**config.mk**
```make
export PLATFORM = sky130hd
export DESIGN_NAME = sup_cell
export DESIGN_NICKNAME = d
export VERILOG_FILES = /design/src/design/sup_pkg.sv /design/src/design/sup_cell.sv
export SDC_FILE = /design/constraint.sdc
export NUM_CORES = 1
export LEC_CHECK = 0
export ABC_AREA = 1
export BUFFER_PORTS_ARGS = -buffer_cell sky130_fd_sc_hd__buf_2
export CAP_MARGIN = 20
export CORE_ASPECT_RATIO = 1.2
export CORE_MARGIN = 3
export CORE_UTILIZATION = 43
export DETAILED_ROUTE_END_ITERATION = 7
export PLACE_DENSITY = 0.83
export SYNTH_ARGS = -nofsm -noshare
export SYNTH_HDL_FRONTEND = slang
export SYNTH_SLANG_ARGS = --single-unit
```
**constraint.sdc**
```tcl
create_clock -name clk -period 8.4 [get_ports clk]
set_input_delay 1.68 -clock clk [delete_from_list [all_inputs] [get_ports clk]]
set_output_delay 1.68 -clock clk [all_outputs]
set_load 0.02 [all_outputs]
```
**src/design/sup_pkg.sv**
```systemverilog
// Package: operation and status codes, default capacity and cell control struct.
package sup_pkg;

    localparam int SUP_CAPACITY = 64;
    localparam int ADDR_W       = 32;
    localparam int RANK_W       = 6;
    localparam int COUNT_W      = 7;
    localparam int OPCODE_W     = 2;
    localparam int STATUS_W     = 2;

    localparam logic [OPCODE_W-1:0] OP_INSERT = 2'd0;
    localparam logic [OPCODE_W-1:0] OP_POP    = 2'd1;
    localparam logic [OPCODE_W-1:0] OP_GET    = 2'd2;

    localparam logic [STATUS_W-1:0] ST_OK    = 2'd0;
    localparam logic [STATUS_W-1:0] ST_DUP   = 2'd1;
    localparam logic [STATUS_W-1:0] ST_EMPTY = 2'd2;
    localparam logic [STATUS_W-1:0] ST_FULL  = 2'd3;

    typedef struct packed {
        logic load;
        logic ins_en;
        logic pop_en;
    } sup_ctrl_t;

endpackage

```
**src/design/sup_cell.sv**
```systemverilog
// One storage cell of the sorted chain: an entry, its compare flags and shift logic.
module sup_cell
    import sup_pkg::*;
#(
    parameter int INDEX = 0,
    parameter int CNT_W = 7
)
(
    input  logic              clk,
    input  sup_ctrl_t         ctrl,
    input  logic [ADDR_W-1:0] address_in,
    input  logic [RANK_W-1:0] rank_in,
    input  logic [CNT_W-1:0]  count_in,
    input  logic [ADDR_W-1:0] commit_addr,
    input  logic [ADDR_W-1:0] prev_entry,
    input  logic              prev_lt,
    input  logic [ADDR_W-1:0] next_entry,
    output logic [ADDR_W-1:0] entry,
    output logic              lt,
    output logic              hit,
    output logic [ADDR_W-1:0] rd_data
);

    localparam int  CMP_W = (CNT_W > RANK_W) ? CNT_W : RANK_W;
    localparam logic FIRST = (INDEX == 0);

    logic [ADDR_W-1:0] entry_reg;
    logic [ADDR_W-1:0] entry_next;
    logic              lt_reg;
    logic              hit_reg;
    logic              sel_reg;
    logic              occupied;

    assign occupied = CNT_W'(INDEX) < count_in;

    always_comb
    begin
        entry_next = entry_reg;
        if (ctrl.ins_en)
        begin
            if (lt_reg)
                entry_next = entry_reg;
            else if (FIRST || prev_lt)
                entry_next = commit_addr;
            else
                entry_next = prev_entry;
        end
        else if (ctrl.pop_en)
        begin
            entry_next = next_entry;
        end
    end

    always_ff @(posedge clk)
    begin
        entry_reg <= entry_next;
        if (ctrl.load)
        begin
            lt_reg  <= occupied && (entry_reg < address_in);
            hit_reg <= occupied && (entry_reg == address_in);
            sel_reg <= occupied && (CMP_W'(rank_in) == CMP_W'(INDEX));
        end
    end

    assign entry   = entry_reg;
    assign lt      = lt_reg;
    assign hit     = hit_reg;
    assign rd_data = sel_reg ? entry_reg : '0;

endmodule

```
* Word-level counts from Yosys, hierarchy flattened
Index checks and enable logic that the tools add are counted.
Storage, ports and cells: flip-flop bits (word level) 35, bits in latches 0, bits in writable memories 0, bits in read-only memories 0, input port bits 146, output and inout bits 66, logic and storage cells 18, memories kept 0
Operators by class: $add $sub $neg 0, $mul 0, div/mod/pow operators 0, magnitude comparators 2, equality and inequality tests 2, shifts and indexed selects 0, mux-type cells 4, bitwise gates (word level) 0, reductions and logical operators 6
Operators by type and width (number):
- $mux 32 | 4
- $eq 32x32->1 | 1
- $lt 32x32->1 | 1
- $lt 1x7->1 const A | 1
- $logic_not 6->1 | 1
- $logic_and 1x1->1 | 3
- $ne 2x2->1 const B | 1
- $reduce_and 2->1 | 1
- $reduce_bool 2->1 | 1

* Depth between registers and ports, before layout
Gate-level depths: netlist of the first run.
word-level depth 2, depth in mapped cells 11, depth with buffers taken out 11

* Worst setup path after synthesis of the first run
Ideal clock, no wire load.
path kind input port to flip-flop, start input ctrl[1] (netlist bit), end register entry_reg[0], in the netlist entry[0], enable pin, setup time 466 ps, data arrival time 4159 ps, data required time 7934 ps, setup slack 3776 ps, stages 3, path buffers 1, cells stage by stage buf_2 > inv_2 > o21ai_0
Between the ends: cells in the longest elaborated chain, start to end 2, elaborated cells between the ends (all ways) 3, classes of those cells eq/ne (1); reduce/logical (2)
RTL lines:
- start, declared | line sup_cell.sv:10 | input sup_ctrl_t ctrl,
- $ne 2x2->1 (no source line) or $reduce_bool 2->1 (tied branches)
- $reduce_and 2->1 (no source line) (*)
- end signal, assigned | line sup_cell.sv:56 | entry_reg <= entry_next;
- end, declared | line sup_cell.sv:27 | logic [ADDR_W-1:0] entry_reg;
Mark *: on every way between the ends. The rest lies on a longest branch, timed or not. A chain may end at the register's enable or synchronous reset.

* Worst setup path after layout of the first run
start input ctrl[1] (netlist bit), end register entry_reg[12], in the netlist entry[12], enable pin
Same word-level chain as after synthesis.

==> results.sh, run 1 <==
export IMPL_dr_pass1_iters=4
export IMPL_startpoint_type="input port"
export IMPL_drc=0
export IMPL_layout_commonest_cell="buf_2"
export IMPL_grt_overflow_total=0
export IMPL_first_global_vias=2724
export IMPL_num_vias=2838
export IMPL_syn_to_final_growth_pct=39.16
export IMPL_cp_arrival_ns=3.54
export IMPL_cp_slowest_cell="o21ai_4"
export IMPL_relSlewSlack_pct=30.96
export IMPL_track_usage_pct=20.07
export IMPL_ant_nets=0
export IMPL_met1_usage_pct=21.82
export IMPL_largest_reg_flops=32
export IMPL_num_rows=31
export IMPL_cts_tree="done"
export IMPL_busiest_layer="met2"
export IMPL_skew_ns=0.004077
export IMPL_maxSlewViolCount=0
export IMPL_register_area_um2=1051
export IMPL_die_area_um2=7301
export IMPL_cts_sinks=35
export IMPL_layout_worst_path_cycle_share_pct=43.34
export IMPL_setup_viol=0
export IMPL_clock_path_buffers=2
export IMPL_use_met2_pct=39.24
export IMPL_critPathRequiredTime_ns=8.30
export IMPL_ys_ff_latch=35
export IMPL_post_cts_buffers=0
export IMPL_synth_seq_area_share_pct=38.75
export IMPL_grt_max_degree=35
export IMPL_nets=722
export IMPL_status="finished, final reports clean"
export IMPL_ctsResizeCount=0
export IMPL_yosysWarningCount=0
export IMPL_hold_viol=0
export IMPL_p_leak_nw=2.439
export IMPL_syn_area_per_cell_um2=7.371
export IMPL_cts_root_buf="clkbuf_8"
export IMPL_synth_area_leaders="edfxtp_1 (39%), nand2_1 (23%), ha_1 (15%)"
export IMPL_grt_antenna_before_repair=0
export IMPL_synth_top_area_cell="edfxtp_1"
export IMPL_crit_path_max_incr_delay_ns=0.91
export IMPL_core_um2=6090
export IMPL_hpwl_um=6143
export IMPL_r2r_setup_slack_ns=6.73
export IMPL_synth_cell_area_um2=2713
export IMPL_synth_top_area_share_pct=38.75
export IMPL_finalHoldWorstSlack_ns=0.9501
export IMPL_min_period_ns=3.641
export IMPL_grt_pass1_wl_um=11920
export IMPL_grt_setup_unrepaired="no"
export IMPL_p_per_area_nw_per_um2=134.7
export IMPL_cts_max_level=2
export IMPL_peakVddDrop_v=0.00009055
export IMPL_port_buffers=178
export IMPL_hold_class="register to register"
export IMPL_netlist_instances=368
export IMPL_synth_cell_types=25
export IMPL_die_w_um=78.51
export IMPL_die_h_um=93.01
export IMPL_setup_tns_ns=0
export IMPL_io_pins=212
export IMPL_syn_num_nets=546
export IMPL_path_max_fanout=34
export IMPL_clock_fmax_mhz=274.7
export IMPL_maxCapViolCount=0
export IMPL_n_fill_cell=543
export IMPL_path_clk_slew_ns=0.07
export IMPL_multi_input_area_um2=1319
export IMPL_worst_slew_pin_transition_ns=1.032
export IMPL_start_util_pct=44.54
export IMPL_drtIter0Drc=72
export IMPL_routed_wl_um=7529
export IMPL_crit_chain="buf_2, inv_2, o21ai_4"
export IMPL_routed_via_density=4.526
export IMPL_hold_buffers=0
export IMPL_wire_per_inst_um=12.01
export IMPL_gp_congestion=0.7785
export IMPL_cts_buffers=5
export IMPL_gr_usage_met3_pct=2.987
export IMPL_insertion_delay_ns=0.27
export IMPL_layout_drive_gt1_share_pct=36.88
export IMPL_worst_setup_path_type="input port to register"
export IMPL_final_cell_mix="buf_2 (178), nand2_1 (166), inv_1 (78), edfxtp_1 (35), ha_1 (32)"
export IMPL_cp_end_kind="register"
export IMPL_n_antenna_cell=0
==> synth_stat cells, drive strengths merged <==
library cell / n
inv: 81
or2: 1
edfxtp: 35
o21bai: 2
ha: 32
nand2: 169
a21o: 1
o21ai: 2
nand3: 4
nor2: 13
and3: 1
nor3: 3
a21oi: 11
nand4: 3
buf: 10
==> logic make-up after synthesis <==
| kind of cell | count (synthesis) | synth area share [%] |
|---|---|---|
| adders and majority gates | 32 | 14.76 |
| AOI/OAI and AO/OA | 16 | 3.367 |
| DFF | 35 | 38.75 |
| and+or+nand+nor | 194 | 30.07 |
| buffers and inverters | 91 | 13.05 |
==> worst paths after layout <==
| path | from | cells after the start | endpoint |
|---|---|---|---|
| setup / recovery | ctrl[1] | 3 | entry[12] |
| hold / removal | entry[15] | 6 | lt |
| setup reg to reg | lt | 1 | entry[12] |
| hold reg to reg | entry[15] | 6 | lt |
==> metrics by stage <==
stage	utilization, %	worst slack, ns	instances	power (mW)	area, um2
2_1_floorplan	-	3.776	368	0.3307	2713
3_3_place_gp	60.22	4.537	618	0.3918	3667
3_5_place_dp	60.22	4.422	618	0.3995	3667
4_1_cts	61.54	4.719	626	0.5147	3747
5_1_grt	61.99	4.572	627	0.5422	3775
6_report	61.99	4.759	627	0.5083	3775
==> routing by layer <==
| layer | vias to the layer above | part of all wire (%) |
|---|---|---|
| li1 | 1465 | - |
| met2 | 114 | 55 |
| met4 | 0 | 1.7 |
| met5 | - | 0 |
| met3 | 13 | 6.9 |
| met1 | 1246 | 37 |
==> power breakdown <==
group	switching, mW	internal (mW)	leakage (nW)
logic	0.102	0.0670	2.06
clock network	0.0562	0.0565	0.0403
registers	0.0134	0.213	0.342
total	0.172	0.336	2.44
==> area by class of cell <==
cell class                      count  share of cell area (%)
Sequential cell                    35                   27.84
Clock buffer                        6                   1.922
Timing Repair Buffer              179                   24.33
Clock inverter                      2                  0.1989
Tap cell                           82                   2.718
Multi-Input combinational cell    242                   34.94
Inverter                           81                   8.054
==> critical path, delay by kind of cell <==
family                 cells  cell delay, ns
AO/OA/AOI/OAI              1            0.91
buffers and inverters      2            0.90
Note: power is estimated with default switching activity, not from simulation.
==> inputs of run 2 (changes only) <==
- CORE_UTILIZATION: 43 -> 36
- PLACE_DENSITY: 0.83 -> 0.74
- clock period: 8.4 -> 3 ns (I/O delays scaled with it)
==> run 2 against run 1 <==
Against the previous run: via count grew 0.25%; core utilization fell by 10 points; sequential cell count stayed put; critical path type unchanged; largest cell class unchanged.
==> results.sh, run 2 (synthesis results as in run 1) <==
export IMPL_maxSlewViolCount=0
export IMPL_path_clk_slew_ns=0.07
export IMPL_min_to="lt"
export IMPL_drtIter0Drc=78
export IMPL_setup_tns_ns=0
export IMPL_layout_drive_gt1_share_pct=37.00
export IMPL_r2r_setup_slack_ns=1.34
export IMPL_start_util_pct=37.29
export IMPL_cp_arrival_ns=2.04
export IMPL_timing_rr_start="lt"
export IMPL_worst_setup_path_type="input port to register"
export IMPL_final_cell_mix="buf_2 (178), nand2_1 (166), inv_1 (78), edfxtp_1 (35), ha_1 (32)"
export IMPL_cts_sinks=35
export IMPL_min_from="ctrl[2]"
export IMPL_die_w_um=85.24
export IMPL_clock_fmax_mhz=467.5
export IMPL_p_per_area_nw_per_um2=376.9
export IMPL_total_power_mw=1.422
export IMPL_routed_via_density=4.473
export IMPL_hold_viol=0
export IMPL_layout_commonest_cell="buf_2"
export IMPL_dr_pass1_iters=4
export IMPL_skew_ns=0.001905
export IMPL_cts_tree="done"
export IMPL_io_pins=212
export IMPL_grt_overflow_total=0
export IMPL_clock_power_share_pct=22.5
export IMPL_power_switching_uw=482.6
export IMPL_clock_path_buffers=2
export IMPL_setup_viol=0
export IMPL_intPower_uw=939.1
export IMPL_min_period_ns=2.139
export IMPL_status="finished, final reports clean"
export IMPL_grt_pass1_wl_um=12030
export IMPL_drc=0
export IMPL_nets=723
export IMPL_cts_buffers=5
export IMPL_insertion_delay_ns=0.28
export IMPL_syn_to_final_growth_pct=39.07
export IMPL_wire_per_inst_um=11.77
export IMPL_grt_setup_unrepaired="no"
export IMPL_peakVddDrop_v=0.0001778
export IMPL_core_um2=7274
export IMPL_path_max_fanout=33
export IMPL_ctsResizeCount=0
export IMPL_n_antenna_cell=0
export IMPL_cp_end_kind="register"
export IMPL_rr_worst_depth=1
export IMPL_post_cts_buffers=0
export IMPL_gp_congestion=0.7398
export IMPL_hold_class="input port to register"
export IMPL_die_h_um=101.1
export IMPL_track_usage_pct=17.23
export IMPL_r2r_end="entry[20]"
export IMPL_hold_buffers=0
export IMPL_relSlewSlack_pct=30.28
export IMPL_ant_nets=0
export IMPL_first_global_vias=2810
export IMPL_port_buffers=178
export IMPL_grt_max_degree=34
export IMPL_cts_max_level=2
export IMPL_pwr_share_seq_pct=44.2
export IMPL_routed_wl_um=7485
export IMPL_cts_root_buf="clkbuf_8"
export IMPL_maxCapViolCount=0
export IMPL_holdPathStages=1
export IMPL_grt_antenna_before_repair=0
export IMPL_critPathRequiredTime_ns=2.90
export IMPL_num_vias=2845
export IMPL_hpwl_um=6160
export IMPL_layout_worst_path_cycle_share_pct=71.30
export IMPL_worst_slew_pin_transition_ns=1.042
export IMPL_p_leak_nw=2.436
export IMPL_switching_share_pct=33.95
export IMPL_combinationalPowerShare_pct=33.3
export IMPL_num_rows=34
export IMPL_die_area_um2=8617
export IMPL_largest_reg_flops=32
export IMPL_startpoint_type="input port"
==> run 2: how the worst max path moves through the flow <==
stage / from / end / slack [ns] / cells past startpoint
6_report: ctrl[1] / entry[20] / 0.86 / 3
5_1_grt: ctrl[1] / entry[25] / 0.73 / 3
4_1_cts: ctrl[1] / entry[19] / 0.83 / 3
3_5_place_dp: ctrl[1] / entry[16] / 0.52 / 3
3_3_place_gp: ctrl[1] / entry[16] / 0.60 / 3
2_1_floorplan: ctrl[1] / entry[0] / 0.32 / 3
==> run 2: layout make-up <==
cell class,instances,area [um2]
Fill cell,718,3502
Multi-Input combinational cell,242,1319
Clock inverter,2,7.507
Tap cell,90,112.6
Timing Repair Buffer,180,905.9
Inverter,81,304.0
Sequential cell,35,1051
Clock buffer,6,72.57
==> run 2: power by group through the flow <==
| stage | logic (mW) | clock network [mW] | registers [mW] |
|---|---|---|---|
| after floorplan | 0.241 | 0 | 0.684 |
| after global placement | 0.465 | 0 | 0.638 |
| after detailed placement | 0.478 | 0 | 0.640 |
| after CTS | 0.480 | 0.337 | 0.629 |
| after global routing | 0.535 | 0.360 | 0.635 |
| final | 0.473 | 0.321 | 0.628 |
==> run 2: routing by layer <==
| metal | vias up | GRT usage (%) | share of wire, % |
|---|---|---|---|
| met2 | 97 | 35.05 | 57 |
| li1 | 1466 | - | - |
| met1 | 1275 | 17.83 | 36 |
| met5 | - | 0 | 0 |
| met4 | 0 | 4.141 | 1.1 |
| met3 | 7 | 3.025 | 6.0 |
==> run 2: per-stage QoR <==
stage / hold WS, ns / instance area [um2] / setup WS, ns / std cells / util, %
after CTS: 0.5483 / 3772 / 0.8290 / 636 / 51.86
after detailed placement: 0.8441 / 3692 / 0.5241 / 628 / 50.76
after floorplan: 0.7125 / 2713 / 0.3244 / 368 / -
after global placement: 0.8426 / 3692 / 0.5962 / 628 / 50.76
after global routing: 0.5430 / 3772 / 0.7316 / 636 / 51.86
final: 0.5657 / 3772 / 0.8611 / 636 / 51.86
==> run 2: worst max-delay path, cell delays in order <==
cell,delay [ns]
buf_2,0.49
inv_2,0.11
o21ai_4,0.82
